$ cat src/hw/rtl/krsm_pkg.sv
// Shared types and constants for the keyboard report slot manager.
// Used by krsm_ctrl, krsm_dpath and keyboard_report_slot_manager; no dependencies.
`timescale 1ns / 1ps

package krsm_pkg;

  // The report holds eight bytes: a modifier byte, a reserved byte and six key slots.
  localparam int REPORT_BYTES_DEF = 8;
  // Number of key slots on the result ports.
  localparam int OUT_SLOTS = 6;

  localparam int KEY_W  = 8;
  localparam int CODE_W = 16;
  localparam int FUNC_W = 3;

  // A keycode whose high byte is this tag carries a modifier bit mask in its low byte.
  localparam logic [CODE_W-1:0] MOD_TAG   = 16'hE000;
  localparam logic [CODE_W-1:0] HIGH_MASK = 16'hFF00;
  localparam logic [CODE_W-1:0] LOW_MASK  = 16'h00FF;

  // Operation codes of the func field.
  typedef logic [FUNC_W-1:0] func_t;
  localparam func_t FUNC_PRESS   = 3'd0;
  localparam func_t FUNC_HOLD    = 3'd1;
  localparam func_t FUNC_RELEASE = 3'd2;
  localparam func_t FUNC_TOGGLE  = 3'd3;
  localparam func_t FUNC_CLEAR   = 3'd4;

  // Commands from the controller to the datapath.
  typedef struct packed {
    logic capture;  // latch the transaction and the slot compare results
    logic update;   // apply the operation and load the result register
  } krsm_cmd_t;

endpackage

$ cat src/hw/rtl/krsm_ctrl.sv
// Controller for the keyboard report slot manager: sequences capture and update.
// Depends on krsm_pkg for the command struct.
`timescale 1ns / 1ps

module krsm_ctrl (
  input  logic               clk,
  input  logic               rst,
  input  logic               in_valid,
  output logic               in_stall,
  output logic               out_valid,
  input  logic               out_stall,
  output krsm_pkg::krsm_cmd_t cmd
);

  typedef enum logic [1:0] {
    ST_IDLE   = 2'b01,
    ST_UPDATE = 2'b10
  } state_t;

  state_t state;
  state_t state_next;
  logic   out_free;

  // The result register can take a new report when it is empty or is read now.
  assign out_free = !out_valid || !out_stall;

  assign in_stall    = (state != ST_IDLE);
  assign cmd.capture = (state == ST_IDLE) && in_valid;
  assign cmd.update  = (state == ST_UPDATE) && out_free;

  // Next state logic.
  always_comb begin
    state_next = state;
    unique case (state)
      ST_IDLE: begin
        if (in_valid) begin
          state_next = ST_UPDATE;
        end
      end
      ST_UPDATE: begin
        if (out_free) begin
          state_next = ST_IDLE;
        end
      end
      default: begin
        state_next = ST_IDLE;
      end
    endcase
  end

  // State register.
  always_ff @(posedge clk) begin
    if (rst) begin
      state <= ST_IDLE;
    end else begin
      state <= state_next;
    end
  end

  // Result valid flag: set on update, cleared when the transaction is taken.
  always_ff @(posedge clk) begin
    if (rst) begin
      out_valid <= 1'b0;
    end else if (cmd.update) begin
      out_valid <= 1'b1;
    end else if (!out_stall) begin
      out_valid <= 1'b0;
    end
  end

  // An accepted input transaction is always followed by the update state.
  a_accept_to_update: assert property (@(posedge clk) disable iff (rst)
    (in_valid && !in_stall) |=> (state == ST_UPDATE && in_stall))
    else $error("accepted transaction did not enter the update state");

  // Every update produces a pending result on the next cycle.
  a_update_gives_result: assert property (@(posedge clk) disable iff (rst)
    cmd.update |=> out_valid)
    else $error("update did not raise the result valid");

  // Capture and update never happen in the same cycle.
  a_cmd_exclusive: assert property (@(posedge clk) disable iff (rst)
    !(cmd.capture && cmd.update))
    else $error("capture and update issued together");

endmodule

$ cat src/hw/rtl/krsm_dpath.sv
// Datapath for the keyboard report slot manager: key slots, modifier byte,
// compare and compaction logic, and the result register. Depends on krsm_pkg.
`timescale 1ns / 1ps

module krsm_dpath #(
  parameter int NUM_SLOTS = krsm_pkg::REPORT_BYTES_DEF - 2
) (
  input  logic                            clk,
  input  logic                            rst,
  input  krsm_pkg::krsm_cmd_t             cmd,
  input  logic [krsm_pkg::FUNC_W-1:0]     func,
  input  logic [krsm_pkg::CODE_W-1:0]     keycode,
  output logic [krsm_pkg::KEY_W-1:0]      modifier_bits,
  output logic [krsm_pkg::KEY_W-1:0]      out_slot [krsm_pkg::OUT_SLOTS]
);

  localparam int KW = krsm_pkg::KEY_W;

  // Held report state.
  logic [KW-1:0]        mods;
  logic [KW-1:0]        slots      [NUM_SLOTS];
  logic [KW-1:0]        mods_next;
  logic [KW-1:0]        slots_next [NUM_SLOTS];

  // Captured transaction and compare results.
  krsm_pkg::func_t      op;
  logic [KW-1:0]        key;
  logic                 is_mod;
  logic                 present;
  logic [NUM_SLOTS-1:0] hit_eq;
  logic [NUM_SLOTS-1:0] hit_zero;

  // Compare results for the incoming transaction against the current state.
  logic [KW-1:0]        in_key;
  logic                 in_is_mod;
  logic [NUM_SLOTS-1:0] in_eq;
  logic [NUM_SLOTS-1:0] in_zero;

  // Update decode.
  logic                 do_add;
  logic                 do_rem;
  logic                 do_clr;
  logic [NUM_SLOTS-1:0] add_hit;
  logic [NUM_SLOTS-1:0] add_pos;
  logic [NUM_SLOTS-1:0] rem_pos;
  logic [NUM_SLOTS-1:0] rem_ge;

  // Compare the incoming key with every slot.
  assign in_key    = KW'(keycode & krsm_pkg::LOW_MASK);
  assign in_is_mod = ((keycode & krsm_pkg::HIGH_MASK) == krsm_pkg::MOD_TAG);

  always_comb begin
    for (int i = 0; i < NUM_SLOTS; i++) begin
      in_eq[i]   = (slots[i] == in_key);
      in_zero[i] = (slots[i] == '0);
    end
  end

  // Capture register for the transaction and its compare results.
  always_ff @(posedge clk) begin
    if (cmd.capture) begin
      op       <= func;
      key      <= in_key;
      is_mod   <= in_is_mod;
      hit_eq   <= in_eq;
      hit_zero <= in_zero;
      present  <= in_is_mod ? ((mods & in_key) != '0) : (|in_eq);
    end
  end

  // Decode the operation into add, remove or clear.
  always_comb begin
    do_add = 1'b0;
    do_rem = 1'b0;
    do_clr = 1'b0;
    case (op) inside
      krsm_pkg::FUNC_PRESS, krsm_pkg::FUNC_HOLD: do_add = 1'b1;
      krsm_pkg::FUNC_RELEASE:                     do_rem = 1'b1;
      krsm_pkg::FUNC_TOGGLE: begin
        do_add = !present;
        do_rem = present;
      end
      krsm_pkg::FUNC_CLEAR:                       do_clr = 1'b1;
      default: ;
    endcase
  end

  // Add goes to the first slot that is free or already holds the key;
  // remove starts at the first slot holding the key.
  assign add_hit = hit_eq | hit_zero;
  assign add_pos = add_hit & (~add_hit + NUM_SLOTS'(1));
  assign rem_pos = hit_eq & (~hit_eq + NUM_SLOTS'(1));
  assign rem_ge  = ~(rem_pos - NUM_SLOTS'(1));

  // Next state of the modifier byte and the slots.
  always_comb begin
    mods_next = mods;
    for (int j = 0; j < NUM_SLOTS; j++) begin
      slots_next[j] = slots[j];
    end
    if (do_clr) begin
      mods_next = '0;
      for (int j = 0; j < NUM_SLOTS; j++) begin
        slots_next[j] = '0;
      end
    end else if (is_mod) begin
      if (do_add) begin
        mods_next = mods | key;
      end else if (do_rem) begin
        mods_next = mods & ~key;
      end
    end else if (do_add) begin
      for (int j = 0; j < NUM_SLOTS; j++) begin
        if (add_pos[j]) begin
          slots_next[j] = key;
        end
      end
    end else if (do_rem) begin
      // Slots from the removed one onward move forward; the last becomes empty.
      for (int j = 0; j < NUM_SLOTS - 1; j++) begin
        if (rem_ge[j]) begin
          slots_next[j] = slots[j+1];
        end
      end
      if (rem_ge[NUM_SLOTS-1]) begin
        slots_next[NUM_SLOTS-1] = '0;
      end
    end
  end

  // Report state registers.
  always_ff @(posedge clk) begin
    if (rst) begin
      mods <= '0;
      for (int j = 0; j < NUM_SLOTS; j++) begin
        slots[j] <= '0;
      end
    end else if (cmd.update) begin
      mods <= mods_next;
      for (int j = 0; j < NUM_SLOTS; j++) begin
        slots[j] <= slots_next[j];
      end
    end
  end

  // Result register: the updated report, with slots beyond the held count read as zero.
  always_ff @(posedge clk) begin
    if (cmd.update) begin
      modifier_bits <= mods_next;
    end
  end

  for (genvar g = 0; g < krsm_pkg::OUT_SLOTS; g++) begin : g_out
    if (g < NUM_SLOTS) begin : g_held
      always_ff @(posedge clk) begin
        if (cmd.update) begin
          out_slot[g] <= slots_next[g];
        end
      end
    end else begin : g_empty
      always_ff @(posedge clk) begin
        if (cmd.update) begin
          out_slot[g] <= '0;
        end
      end
    end
  end

  // At most one slot is chosen for an add.
  a_add_onehot: assert property (@(posedge clk) disable iff (rst)
    cmd.update |-> $onehot0(add_pos))
    else $error("add selected more than one slot");

  // Clear all leaves an empty modifier byte and first slot.
  a_clear_empties: assert property (@(posedge clk) disable iff (rst)
    (cmd.update && op == krsm_pkg::FUNC_CLEAR) |=> (mods == '0 && slots[0] == '0))
    else $error("clear all left held keys");

endmodule

$ cat src/hw/rtl/keyboard_report_slot_manager.sv
// Top level of the keyboard report slot manager: joins controller and datapath.
// Depends on krsm_pkg, krsm_ctrl and krsm_dpath.
// Sequence: an accepted input transaction is captured in the idle state, then the update
// state applies it and loads the result register, which raises out_valid; the update
// waits while the result register is full, and no new transaction is taken until it is done.
// Reset: rst clears the modifier byte, all key slots and the result valid flag.
`timescale 1ns / 1ps

module keyboard_report_slot_manager #(
  parameter int REPORT_BYTES = krsm_pkg::REPORT_BYTES_DEF
) (
  input  logic                        clk,
  input  logic                        rst,
  input  logic                        in_valid,
  output logic                        in_stall,
  input  logic [krsm_pkg::FUNC_W-1:0] func,
  input  logic [krsm_pkg::CODE_W-1:0] keycode,
  output logic                        out_valid,
  input  logic                        out_stall,
  output logic [krsm_pkg::KEY_W-1:0]  modifier_bits,
  output logic [krsm_pkg::KEY_W-1:0]  slot_zero,
  output logic [krsm_pkg::KEY_W-1:0]  slot_one,
  output logic [krsm_pkg::KEY_W-1:0]  slot_two,
  output logic [krsm_pkg::KEY_W-1:0]  slot_three,
  output logic [krsm_pkg::KEY_W-1:0]  slot_four,
  output logic [krsm_pkg::KEY_W-1:0]  slot_five
);

  localparam int NumSlots = REPORT_BYTES - 2;

  krsm_pkg::krsm_cmd_t          cmd;
  logic [krsm_pkg::KEY_W-1:0]   out_slot [krsm_pkg::OUT_SLOTS];

  // Sequencing of capture and update.
  krsm_ctrl u_ctrl (
    .clk       (clk),
    .rst       (rst),
    .in_valid  (in_valid),
    .in_stall  (in_stall),
    .out_valid (out_valid),
    .out_stall (out_stall),
    .cmd       (cmd)
  );

  // Report state and update logic.
  krsm_dpath #(
    .NUM_SLOTS (NumSlots)
  ) u_dpath (
    .clk           (clk),
    .rst           (rst),
    .cmd           (cmd),
    .func          (func),
    .keycode       (keycode),
    .modifier_bits (modifier_bits),
    .out_slot      (out_slot)
  );

  assign slot_zero  = out_slot[0];
  assign slot_one   = out_slot[1];
  assign slot_two   = out_slot[2];
  assign slot_three = out_slot[3];
  assign slot_four  = out_slot[4];
  assign slot_five  = out_slot[5];

endmodule
$ cat config.mk
export PLATFORM = sky130hd
export DESIGN_NAME = keyboard_report_slot_manager
export DESIGN_NICKNAME = d
export VERILOG_FILES = /design/src/hw/rtl/krsm_pkg.sv /design/src/hw/rtl/krsm_ctrl.sv /design/src/hw/rtl/krsm_dpath.sv /design/src/hw/rtl/keyboard_report_slot_manager.sv
export SDC_FILE = /design/constraint.sdc
export NUM_CORES = 1
export LEC_CHECK = 0
export BUFFER_PORTS_ARGS = -buffer_cell sky130_fd_sc_hd__buf_2
export CORE_MARGIN = 3
export CORE_UTILIZATION = 55
export DETAILED_ROUTE_END_ITERATION = 8
export PLACE_DENSITY_LB_ADDON = 0.3
export SKIP_LAST_GASP = 1
export SYNTH_ARGS = -nofsm -noshare
export SYNTH_HDL_FRONTEND = slang
export SYNTH_SLANG_ARGS = --single-unit
$ cat constraint.sdc
create_clock -name clk -period 5.7 [get_ports clk]
set_clock_uncertainty 0.05 [all_clocks]
set_input_delay 0.285 -clock clk [delete_from_list [all_inputs] [get_ports clk]]
set_output_delay 0.285 -clock clk [all_outputs]
set_load 0.1 [all_outputs]
**Word level (Yosys, flattened, before mapping)**

Memory sizes are Yosys's and may differ from the RTL's.
Index checks and enable logic that the tools add are counted.

- Bits in registers: 92
- Latch bits: 0
- Bits in writable memories: 48
- Bits in read-only memories: 0
- Input port bits: 23
- Output and inout bits: 58
- Word-level logic and storage cells: 117
- Memories: 1

Memory list:

| memory | depth | bits a word | read ports | clocked after Yosys merged registers in | wr ports | RTL line | text |
|---|---|---|---|---|---|---|---|
| u_dpath.slots | 6 | 8 | 6 | 0 | 6 | krsm_dpath.sv:21 | `logic [KW-1:0] slots [NUM_SLOTS];` |

- Add/subtract/negate cells: 3
- Multipliers: 0
- Divide/modulo/power cells: 0
- $lt $le $gt $ge: 0
- Equal/unequal tests: 17
- Shift operators: 0
- Mux-type cells: 47
- Bitwise operators: 16
- Reductions and logical operators: 17

Operators by type and width:

| cell | number |
|---|---|
| 48-bit two-way mux | 4 |
| 8-bit two-way mux | 22 |
| 8-bit equality test | 6 |
| 8-bit logical NOT | 6 |
| 1-bit two-way mux | 18 |
| 6-bit inverter | 3 |
| 8-bit bitwise AND | 2 |
| 6-bit by 1-bit adder with 6-bit output (second input constant) | 2 |
| 6-bit bitwise AND | 2 |
| 8-bit equality test (second input constant) | 1 |
| 8-bit inverter | 1 |
| 8-bit bitwise OR | 1 |
| 8-bit nonzero test | 1 |
| 3-bit by 2-bit equality test with 1-bit output (second input constant) | 2 |
| 2-bit by 1-bit inequality test with 1-bit output (second input constant) | 3 |
| 1-bit bitwise OR | 6 |
| 6-bit bitwise OR | 1 |
| 6-bit OR reduction | 1 |
| 6-bit by 1-bit subtractor with 6-bit output (second input constant) | 1 |
| 2-bit two-way mux | 2 |
| 2-bit one-hot mux with 2 select lines | 1 |
| 3-bit by 1-bit equality test with 1-bit output (second input constant) | 1 |
| 3-bit equality test (second input constant) | 1 |
| 1-bit logical NOT | 3 |
| other kinds (8) | 9 |

**Longest topological paths before layout**

Gate-level depths: netlist of run 1.

- Word-level depth: 11
- Gate-level depth with buffers: 8
- Depth with buffers taken out: 5

**Modules after synthesis**

A second synthesis of run 1 with hierarchy kept.

- Cell total of the unflattened synthesis: 548
- Area, all modules: 6,741.5 um^2

By module, submodules not included:

| module | instances | cells each | area each (um^2) | seq. area each (um^2) |
|---|---|---|---|---|
| krsm_dpath | 1 | 535 | 6,621.4 | 4,033.9 |
| krsm_ctrl | 1 | 13 | 120.1 | 60.1 |

**Worst setup path after synthesis of run 1**

OpenSTA, ideal clock, no wires.

- Path type: flip-flop to flip-flop
- From: register u_ctrl.out_valid
- To: memory u_dpath.slots[0][0] in the netlist's numbering (data pin)
- Library setup time: 265 ps
- Data arrival time: 3,621 ps
- Required time: 5,385 ps
- Setup slack: 1,764 ps
- Cell stages (with the launch flop): 7
- Buffers on the path: 1
- Clock period less this slack: 3,936 ps
- Cells stage by stage: dfxtp_1 nand2_1 nand2_1 clkinv_1 nand3_1 clkbuf_1 nor2_1

RTL lines:

| element | RTL line | text |
|---|---|---|
| start: declaration | krsm_ctrl.sv:10 | `output logic out_valid,` |
| start signal: assignment | krsm_ctrl.sv:63 | `out_valid <= 1'b0;` |
| start signal: assignment | krsm_ctrl.sv:65 | `out_valid <= 1'b1;` |
| start signal: assignment | krsm_ctrl.sv:67 | `out_valid <= 1'b0;` |
| end: declaration | krsm_dpath.sv:21 |  |

==> results of run 1 <==
layout make-up:
type	instances	area, µm²
timing repair buffer	85	445
clock inverter	9	66.3
inverter	9	33.8
tap	168	210
fill	909	4140
sequential	140	4090
clock buffer	23	543
multi-input combinational	413	2630
registers in the layout, indices dropped and copies added, names as in the netlist:
name,cells
u_ctrl.out_valid,1
u_dpath.is_mod,1
u_dpath.hit_zero,6
u_dpath.modifier_bits,8
u_dpath.slots,48
u_ctrl.state,2
u_dpath.hit_eq,6
u_dpath.out_slot,48
u_dpath.present,1
u_dpath.op,3
u_dpath.mods,8
u_dpath.key,8
power by group through the flow:
stage | clock (mW) | sequential [mW] | combinational, mW
final | 1.12 | 1.22 | 0.252
after detailed placement | 0 | 1.24 | 0.246
after global placement | 0 | 1.23 | 0.240
after floorplan | 0 | 1.24 | 0.166
after CTS | 1.12 | 1.21 | 0.249
after global routing | 1.17 | 1.22 | 0.271
final timing paths:
| path | startpoint | endpoint | slack, ns | depth (start not counted) |
|---|---|---|---|---|
| setup reg to reg | u_dpath.op[1] | u_dpath.out_slot[18] | 2.17 | 5 |
| hold / removal | rst | u_dpath.mods[5] | 0.12 | 2 |
| hold reg to reg | u_dpath.mods[5] | u_dpath.mods[5] | 0.43 | 2 |
| setup / recovery | u_dpath.op[1] | u_dpath.out_slot[18] | 2.17 | 5 |
cells in the mapped netlist, types with 2 or more instances:
master	n	area, µm²
edfxtp_1	129	3870
nor2_1	84	315
xnor2_1	48	420
nand2_1	37	139
clkbuf_1	33	124
a21oi_1	22	110
a22oi_1	21	158
o22ai_1	21	131
and2_1	17	106
nand4_1	14	87.6
or2_2	14	87.6
or4_1	13	97.6
dfxtp_1	11	220
nor3_1	11	55.1
nor4_1	11	68.8
o21ai_0	9	45.0
a21boi_0	8	60.1
a311oi_1	8	70.1
and3_1	8	50.1
o221a_2	8	90.1
o22a_1	8	70.1
o2bb2ai_1	8	70.1
o32ai_1	8	70.1
inv_1	7	26.3
buf_1	6	22.5
nand3_1	5	25.0
or3_1	5	31.3
nand2b_1	4	25.0
nor2b_1	4	25.0
o22ai_2	3	37.5
buf_6	2	22.5
clkinv_1	2	7.51
nor3_2	2	20.0
routing by layer:
layer | track usage (%) | vias to the layer above
met5 | 0 | -
met2 | 42.2 | 343
met4 | 11.2 | 0
li1 | - | 2408
met1 | 37.3 | 2581
met3 | 8.47 | 40
logic make-up (layout without fill, tap and decap cells):
group	count (synthesis)	in the layout	synth area share (%)
simple gates	233	233	17.1
flops	140	140	59.0
compound gates	132	132	14.6
buf+inv	52	126	3.21
xor+xnor	48	48	6.06
metrics by stage:
step                utilization, %  area (µm²)  worst slack (ns)  total power, mW  hold WS (ns)
global route                  66.0        8030              2.02             2.66         0.121
CTS                           66.0        8030              2.32             2.59         0.108
floorplan                        -        6940              1.76             1.41         0.334
global placement              60.7        7390              2.47             1.47         0.406
detailed placement            60.7        7390              2.33             1.48         0.413
finish                        66.0        8030              2.17             2.59         0.115
==> metrics.cfg, run 1 <==
[timing]
tns_ns = 0
rsz0062_at_grt = false
min_period_ns = 3.53
setup_viol = 0
worst-slew-pin-transition_ns = 1.20
final_hold_viol_count = 0
max_freq_mhz = 283
slew_violations = 0
fin_crit_sh_pct = 62.0
maxSlewHeadroom_pct = 19.6

[floorplan]
die_w_um = 118
initial_core_util_pct = 57.1
core_area_mm2 = 0.0122
die_y_um = 118
dieArea_mm2 = 0.0140
io_pins = 81
row_count = 40

[placed_design]
place.gp.congestion = 0.919
dpl.hpwl_um = 12600
port_buffers = 80
dpl.cell_count = 812

[setup_path]
endpoint_kind = flip-flop
critPathBufInv = 1
crit_fanout = 23
cpMaxStageDelayCell = nor2_1
cp-start-kind = flip-flop
path_cells = inv_1 > nor2_1 > and3_4 > o21ba_1 > o22ai_1
worst-setup-path-type = flip-flop to flip-flop
cp_data_arrival_time_ns = 3.61
critPathTopFamily = simple AND/OR/NAND/NOR gates
required_ns = 5.78
slowest_delay_ns = 0.97

[cells_and_area]
final_cell_mix = edfxtp_1 (129), nor2_1 (84), buf_2 (80), xnor2_1 (48), nand2_1 (36)
drive_gt1_share_pct = 22.1
final_common_cell = edfxtp_1
fin_cells = 847
diodes = 0
layout.nets = 689
area_growth_syn_to_layout_pct = 15.6

[clock_tree]
clkTransAtPathRegs_ns = 0.06
ctsRootBufferMaster = clkbuf_16
htreeDepth = 4
clock_path_buffers = 2
cts_resized = 0
cts_tree = done
cts_hold_buf = 3
cts_made_buffers = 17
cts.sinks = 140
post_cts_buffers = 0
clk_latency_ns = 0.43

[logic_synthesis]
synth_edf_count = 129
synth_nets = 628
synthFlopType = edfxtp_1
netlist_instances = 605
ys_ff_latch = 140
synth_warnings = 0
yosysSeqAreaShare_pct = 59.0
synth.avg_cell_area_um2 = 11.5
synth_area_mm2 = 0.00694
synth-async-reset-ratio_pct = 0
ys_types = 47

[run_status]
outcome = finished clean

[drt]
wl_met2_um = 8930
vias_per_cell = 6.34
dr_wl_met3_um = 2240
routedWlPerCell_um = 22.5
firstDrtPassIters = 5
wirelength_um = 19000
vias = 5372
top_layer = met4
drtIter0Drc = 621
drt-met1-wl_um = 7370
ant_nets = 0
drc = 0

[grt]
antenna_found_initial = 0
grt_max_degree = 64
grt_pass1_wl_um = 29500
grt-ovfl-total = 0
grt_pass1_vias = 5168
track_usage_pct = 27.7

[power]
pwr-share-comb_pct = 9.8
clock_power_share_pct = 43.1
sw_frac_of_total_pct = 25.6
powerDensity_mw_per_mm2 = 322
leakagePower_nw = 2.77
p_int_mw = 1.92
ir_drop_mv = 0.204
pwr-share-seq_pct = 47.1
switchingPower_uw = 663

[run]
cap_violations = 0

[worst_hold_path]
hold_class = input pin to flip-flop

Note: power is estimated with default switching activity, not from simulation.
==> run 2: changes to the inputs <==
ABC_AREA = 1   (was not set)
clock period = 3.6 ns   (was 5.7 ns; I/O delays follow)
==> metrics.cfg, run 2 <==
[run_status]
outcome = finished clean

[cells_and_area]
final_common_cell = nand2_1
layout.nets = 1046  ; +52%
regArea_mm2 = 0.00409  ; unchanged
diodes = 0  ; unchanged
fillerInstances = 1133  ; +25%
area_growth_syn_to_layout_pct = 15.5
reg_top3 = u_dpath.out_slot (48), u_dpath.slots (48)
multi_input_area_mm2 = 0.00282  ; +6.9%
drive_gt1_share_pct = 12.5  ; -9.5 points
final_cell_mix = nand2_1 (282), inv_1 (154), edfxtp_1 (129), nand3_1 (92), nor2_1 (91)
design_area_mm2 = 0.00881  ; +9.8%

[power]
clock_power_share_pct = 42.2  ; -0.9 points
switchingPower_mw = 1.10  ; +66%
powerDensity_mw_per_mm2 = 474  ; +47%
p_int_mw = 3.08  ; +60%
pwr-share-seq_pct = 45.4  ; -1.7 points
pwr-share-comb_pct = 12.4  ; +2.6 points
leakagePower_nw = 4.08  ; +47%
sw_frac_of_total_pct = 26.3  ; +0.60 points
ir_drop_mv = 0.387  ; +90%

[logic_synthesis]
synth_area_mm2 = 0.00763  ; +9.9%
ys_types = 29  ; -38%
synth_edf_count = 129  ; unchanged
yosysSeqAreaShare_pct = 53.7  ; -5.3 points
synth_warnings = 0  ; unchanged
synth_compound_area_share_pct = 5.62  ; -9.0 points
synth-async-reset-ratio_pct = 0  ; unchanged
netlist_instances = 947  ; +57%
synth_fa_ha_area_share_pct = 0  ; unchanged
synth.avg_cell_area_um2 = 8.06  ; -30%
synthFlopType = edfxtp_1
synthSimpleGateAreaFrac_pct = 27.8  ; +11 points
ys_ff_latch = 140  ; unchanged
synth_xor_area_share_pct = 3.21  ; -2.8 points
synth_nets = 970  ; +54%
yosys-top-cells-count = nand2_1 (284), inv_1 (154), edfxtp_1 (129)
synth_most_common_cell = nand2_1
synth.area.mux_share_pct = 0  ; unchanged
synth_top_area_cell = edfxtp_1
synth.area.top_cells = edfxtp_1 (51%), nand2_1 (14%), inv_1 (7.6%)
synth_top_family_by_area = simple AND/OR/NAND/NOR gates
synth_top_area_share_pct = 50.8  ; -5.0 points

[grt]
grt_max_degree = 57  ; -11%
grt-ovfl-total = 0  ; unchanged
grt_pass1_wl_um = 33200  ; +13%
track_usage_pct = 29.3  ; +1.6 points
antenna_found_initial = 0  ; unchanged
grt_pass1_vias = 6113  ; +18%

[placed_design]
dpl.hpwl_um = 14500  ; +15%
port_buffers = 80  ; unchanged
place.gp.congestion = 1.03  ; +12%
place_area_mm2 = 0.00819  ; +11%

[drt]
firstDrtPassIters = 8  ; +3
wirelength_um = 21500  ; +13%
drc = 0  ; unchanged
routedWlPerCell_um = 17.7  ; -21%
ant_nets = 0  ; unchanged
vias = 6756  ; +26%
drtIter0Drc = 944  ; +52%
vias_per_cell = 5.57  ; -12%

[setup_path]
critPathBufInv = 1  ; unchanged
critPathMostFrequentCell = nand2_1
worst-setup-path-type = flip-flop to flip-flop
cp-start-kind = flip-flop
crit_fanout = 20  ; -13%
critPathTopFamily = simple AND/OR/NAND/NOR gates
path_cells = nand2_1 > nand2_1 > nand2_1 > clkinv_1 > nand2_1 > nand2_1 > nand2_1 > nand2_1 > nand3_1 > nor2_1
required_ns = 3.70  ; -2.08 ns
endpoint_kind = flip-flop
cp_data_arrival_time_ns = 2.66  ; -0.95 ns
cpMaxStageDelayCell = nand2_1
slowest_delay_ns = 0.57  ; -0.40 ns

[timing]
rsz0062_at_grt = false
final_hold_viol_count = 0  ; unchanged
max_freq_mhz = 391  ; +38%
worst-slew-pin-transition_ns = 1.13  ; -0.0689 ns
setup_viol = 0  ; unchanged
fin_crit_sh_pct = 71.1  ; +9.2 points
slew_violations = 0  ; unchanged
min_period_ns = 2.56  ; -0.971 ns
tns_ns = 0  ; unchanged
maxSlewHeadroom_pct = 24.2  ; +4.6 points

[clock_tree]
cts_resized = 0  ; unchanged
cts.sinks = 140  ; unchanged
ctsRootBufferMaster = clkbuf_16
clock_path_buffers = 2  ; unchanged
post_cts_buffers = 0  ; unchanged
cts_made_buffers = 17  ; unchanged
clkTransAtPathRegs_ns = 0.06  ; about the same
cts_tree = done
clk_latency_ns = 0.43  ; about the same
htreeDepth = 4  ; unchanged
cts_hold_buf = 4  ; +1

[worst_hold_path]
hold_class = input pin to flip-flop

[floorplan]
io_pins = 81  ; unchanged
die_y_um = 124  ; +4.6%
row_count = 42  ; +5.0%
dieArea_mm2 = 0.0153  ; +9.4%
die_w_um = 124  ; +4.6%
core_area_mm2 = 0.0134  ; +10%
initial_core_util_pct = 56.9  ; -0.15 points

[run]
cap_violations = 0  ; unchanged

-- run 2: changes by cell type in the layout (fill, tap and decap cells not counted), moves of 10 or more --
cell,change
and2_1,-17
xnor2_1,-24
o22ai_1,-10
a22oi_1,-21
o21ai_0,+28
inv_1,+147
nor4_1,-11
or4_1,-13
nand3_1,+87
nand2_1,+246
or2_2,-13
-- run 2: layout make-up --
cell class	instances	area share, %
sequential	140	46.5
multi-input combinational	613	32.0
inverter	159	6.77
timing repair buffer	92	5.68
clock buffer	24	5.24
tap	176	2.50
clock inverter	8	1.38
-- run 2: routing by layer --
layer  share of wire, %  global-route usage (%)
met5                  0                       0
met4                3.3                    12.8
met3                 11                    5.90
met2                 46                    44.4
met1                 40                    41.2
-- run 2: logic make-up after synthesis --
logic type | count (synthesis)
XOR/XNOR | 28
AO/OA/AOI/OAI | 82
buffers and inverters | 194
AND/OR/NAND/NOR | 503
flip-flops | 140
-- run 2: power by group through the flow --
stage | clock (mW) | combinational [mW] | sequential [mW]
2_1_floorplan | 0 | 0.316 | 1.97
3_3_place_gp | 0 | 0.495 | 1.93
3_5_place_dp | 0 | 0.505 | 1.93
4_1_cts | 1.77 | 0.513 | 1.89
5_1_grt | 1.84 | 0.574 | 1.90
6_report | 1.76 | 0.520 | 1.90
-- run 2: metrics by stage --
step,utilization [%],worst slack (ns),hold WS [ns],power [mW],cells
2_1_floorplan,-,0.0164,0.199,2.29,947
5_1_grt,65.8,0.822,0.0384,4.31,1212
6_report,65.8,1.04,0.0159,4.18,1212
3_5_place_dp,61.1,1.12,0.309,2.43,1176
3_3_place_gp,61.1,1.22,0.307,2.42,1176
4_1_cts,65.8,1.11,0.0173,4.18,1212
-- run 2: worst reg2reg max path, cell delays in order (launching register included) --
cell and delay, ns:
edfxtp_1 0.40, nand2_1 0.10, nand2_1 0.07, nand2_1 0.57
clkinv_1 0.23, nand2_1 0.24, nand2_1 0.07, nand2_1 0.23
nand2_1 0.11, nand3_1 0.14, nor2_1 0.05
-- run 2: final timing paths --
kind                   startpoint                   end  slack (ns)  depth (start not counted)
hold reg to reg   u_dpath.mods[0]       u_dpath.mods[0]        0.46                          2
setup / recovery    u_dpath.op[0]  u_dpath.slots[0][22]        1.04                         10
setup reg to reg    u_dpath.op[0]  u_dpath.slots[0][22]        1.04                         10
hold / removal          out_stall      u_ctrl.out_valid        0.02                          3
==> run 3: changes to the inputs <==
CORE_UTILIZATION = 54   (was 55)
clock period = 2.2 ns   (was 3.6 ns; I/O delays follow)
==> metrics.cfg, run 3 (synthesized netlist as in run 2, its figures left out) <==
[run_status]
outcome = finished clean

[floorplan]
io_pins = 81  ; unchanged
die_w_um = 125  ; +0.88%
initial_core_util_pct = 56.5  ; -0.44 points
core_area_mm2 = 0.0135  ; +0.78%
die_y_um = 125  ; +0.88%
dieArea_mm2 = 0.0156  ; +1.8%
row_count = 42  ; unchanged

[clock_tree]
clock_path_buffers = 2  ; unchanged
cts.sinks = 140  ; unchanged
cts_made_buffers = 17  ; unchanged
clk_latency_ns = 0.42  ; about the same
htreeDepth = 4  ; unchanged
post_cts_buffers = 0  ; unchanged
clkTransAtPathRegs_ns = 0.06  ; about the same
cts_tree = done
ctsRootBufferMaster = clkbuf_16

[setup_path]
required_ns = 2.30  ; -1.40 ns
worst-path-stages = 10  ; unchanged
cp_data_arrival_time_ns = 2.16  ; -0.50 ns
path_cells = nand2_1 > nand2_1 > nand2_1 > clkinv_1 > nand2_1 > nand2_1 > nand2_2 > nand2_1 > nand3_1 > nor2_1
critPathMostFrequentCell = nand2_1
cpMaxStageDelayCell = edfxtp_1
worst-setup-path-type = flip-flop to flip-flop
endpoint_kind = flip-flop
cp-start-kind = flip-flop
critPathBufInv = 1  ; unchanged
slowest_delay_ns = 0.40  ; -0.17 ns
worstRegToRegCells = 10  ; unchanged
crit_fanout = 9  ; -55%
critPathTopFamily = simple AND/OR/NAND/NOR gates

[cells_and_area]
final_common_cell = nand2_1
design_area_mm2 = 0.00902  ; +2.4%
diodes = 0  ; unchanged
drive_gt1_share_pct = 14.8  ; +2.3 points
reg_top3 = u_dpath.out_slot (48), u_dpath.slots (48)
area_growth_syn_to_layout_pct = 18.2
layout.nets = 1064  ; +1.7%
fin_cells = 1230  ; +1.5%
fin_util_pct = 66.8  ; +1.0 points
fillerInstances = 1138  ; +0.44%
final_cell_mix = nand2_1 (280), inv_1 (153), edfxtp_1 (129), nand3_1 (92), nor2_1 (90)

[placed_design]
place_area_mm2 = 0.00833  ; +1.7%
pre_cts_ws_ns = 0.123  ; -0.994 ns
dpl.hpwl_um = 15300  ; +5.3%
place.gp.congestion = 0.984  ; -4.5%
port_buffers = 80  ; unchanged
dpl.cell_count = 1193  ; +1.4%

[grt]
grt_pass1_vias = 6573  ; +7.5%
grt_pass1_wl_um = 34600  ; +4.0%
track_usage_pct = 28.3  ; -1.1 points
antenna_found_initial = 0  ; unchanged
grt_max_degree = 57  ; unchanged
grt-ovfl-total = 0  ; unchanged

[drt]
wl_met2_um = 10700  ; +8.8%
top_layer = met4
drt-met1-wl_um = 8580  ; -0.97%
dr_wl_met3_um = 2120  ; -9.1%
vias_per_cell = 5.55  ; -0.38%
vias = 6830  ; +1.1%
drc = 0  ; unchanged
drtIter0Drc = 836  ; -11%
firstDrtPassIters = 6  ; -2
ant_nets = 0  ; unchanged
routedWlPerCell_um = 17.9  ; +1.1%
wirelength_um = 22100  ; +2.6%

[timing]
min_period_ns = 2.07  ; -0.496 ns
finalWorstSetupSlack_ns = 0.135  ; -0.904 ns
fin_crit_sh_pct = 93.9  ; +23 points
tns_ns = 0  ; unchanged
slew_violations = 0  ; unchanged
whs_ns = 0.0510  ; +0.0350 ns
rsz0062_at_grt = true
final_hold_viol_count = 0  ; unchanged
maxSlewHeadroom_pct = 49.0  ; +25 points
setup_viol = 0  ; unchanged
max_freq_mhz = 484  ; +24%
worst-slew-pin-transition_ns = 0.762  ; -0.371 ns

[power]
fin_total_pwr_mw = 7.07  ; +69%
leakagePower_nw = 4.22  ; +3.4%
powerDensity_mw_per_mm2 = 784  ; +65%
ir_drop_mv = 0.780  ; +100%

[worst_hold_path]
hold_class = input pin to flip-flop
holdPathStages = 1  ; -2

[run]
cap_violations = 0  ; unchanged

## run 3: cell types whose count changed in the layout (fill, tap and decap cells not counted), sizes merged
cell,before,now
clkinv,4,8
clkbuf,24,19
dlygate4sd3,4,5
buf,88,105
bufinv,3,5
clkinvlp,3,2
## run 3: power by group
part / internal [mW] / switching, mW / leakage, nW
registers: 3.02 / 0.0790 / 1.34
clock network: 2.00 / 1.09 / 0.304
logic: 0.242 / 0.643 / 2.57
## run 3: final timing paths
| path | from | end | slack, ns |
|---|---|---|---|
| hold / removal | keycode[6] | u_dpath.key[6] | 0.05 |
| setup reg to reg | u_dpath.op[0] | u_dpath.slots[0][19] | 0.13 |
| setup / recovery | u_dpath.op[0] | u_dpath.slots[0][19] | 0.13 |
| hold reg to reg | u_dpath.mods[4] | u_dpath.mods[4] | 0.45 |
## run 3: final cells by class
class | instances | area, µm² | area share (%)
Clock inverter | 13 | 198 | 2.19
Sequential cell | 140 | 4100 | 45.4
Multi-Input combinational cell | 613 | 2830 | 31.4
Tap cell | 176 | 220 | 2.44
Timing Repair Buffer | 110 | 638 | 7.08
Clock buffer | 19 | 433 | 4.80
Inverter | 159 | 599 | 6.65
## run 3: worst reg2reg max path, cell delays in order (launching register included)
cell and delay (ns):
edfxtp_1 0.40, nand2_1 0.12, nand2_1 0.07, nand2_1 0.23, clkinv_1 0.18, nand2_1 0.21
nand2_1 0.10, nand2_2 0.16, nand2_1 0.09, nand3_1 0.12, nor2_1 0.06
## run 3: layer usage
layer	vias to the layer above	GRT usage [%]
met5	-	0
met1	3163	36.2
met2	373	47.3
li1	3225	-
met3	69	6.35
met4	0	10.1
## run 3: repair_timing
item | CTS | global route
setup endpoints to repair | 0 | 27
hold endpoints to repair | 5 | 0
gates resized for setup | 0 | 4
hold buffers | 5 | 0
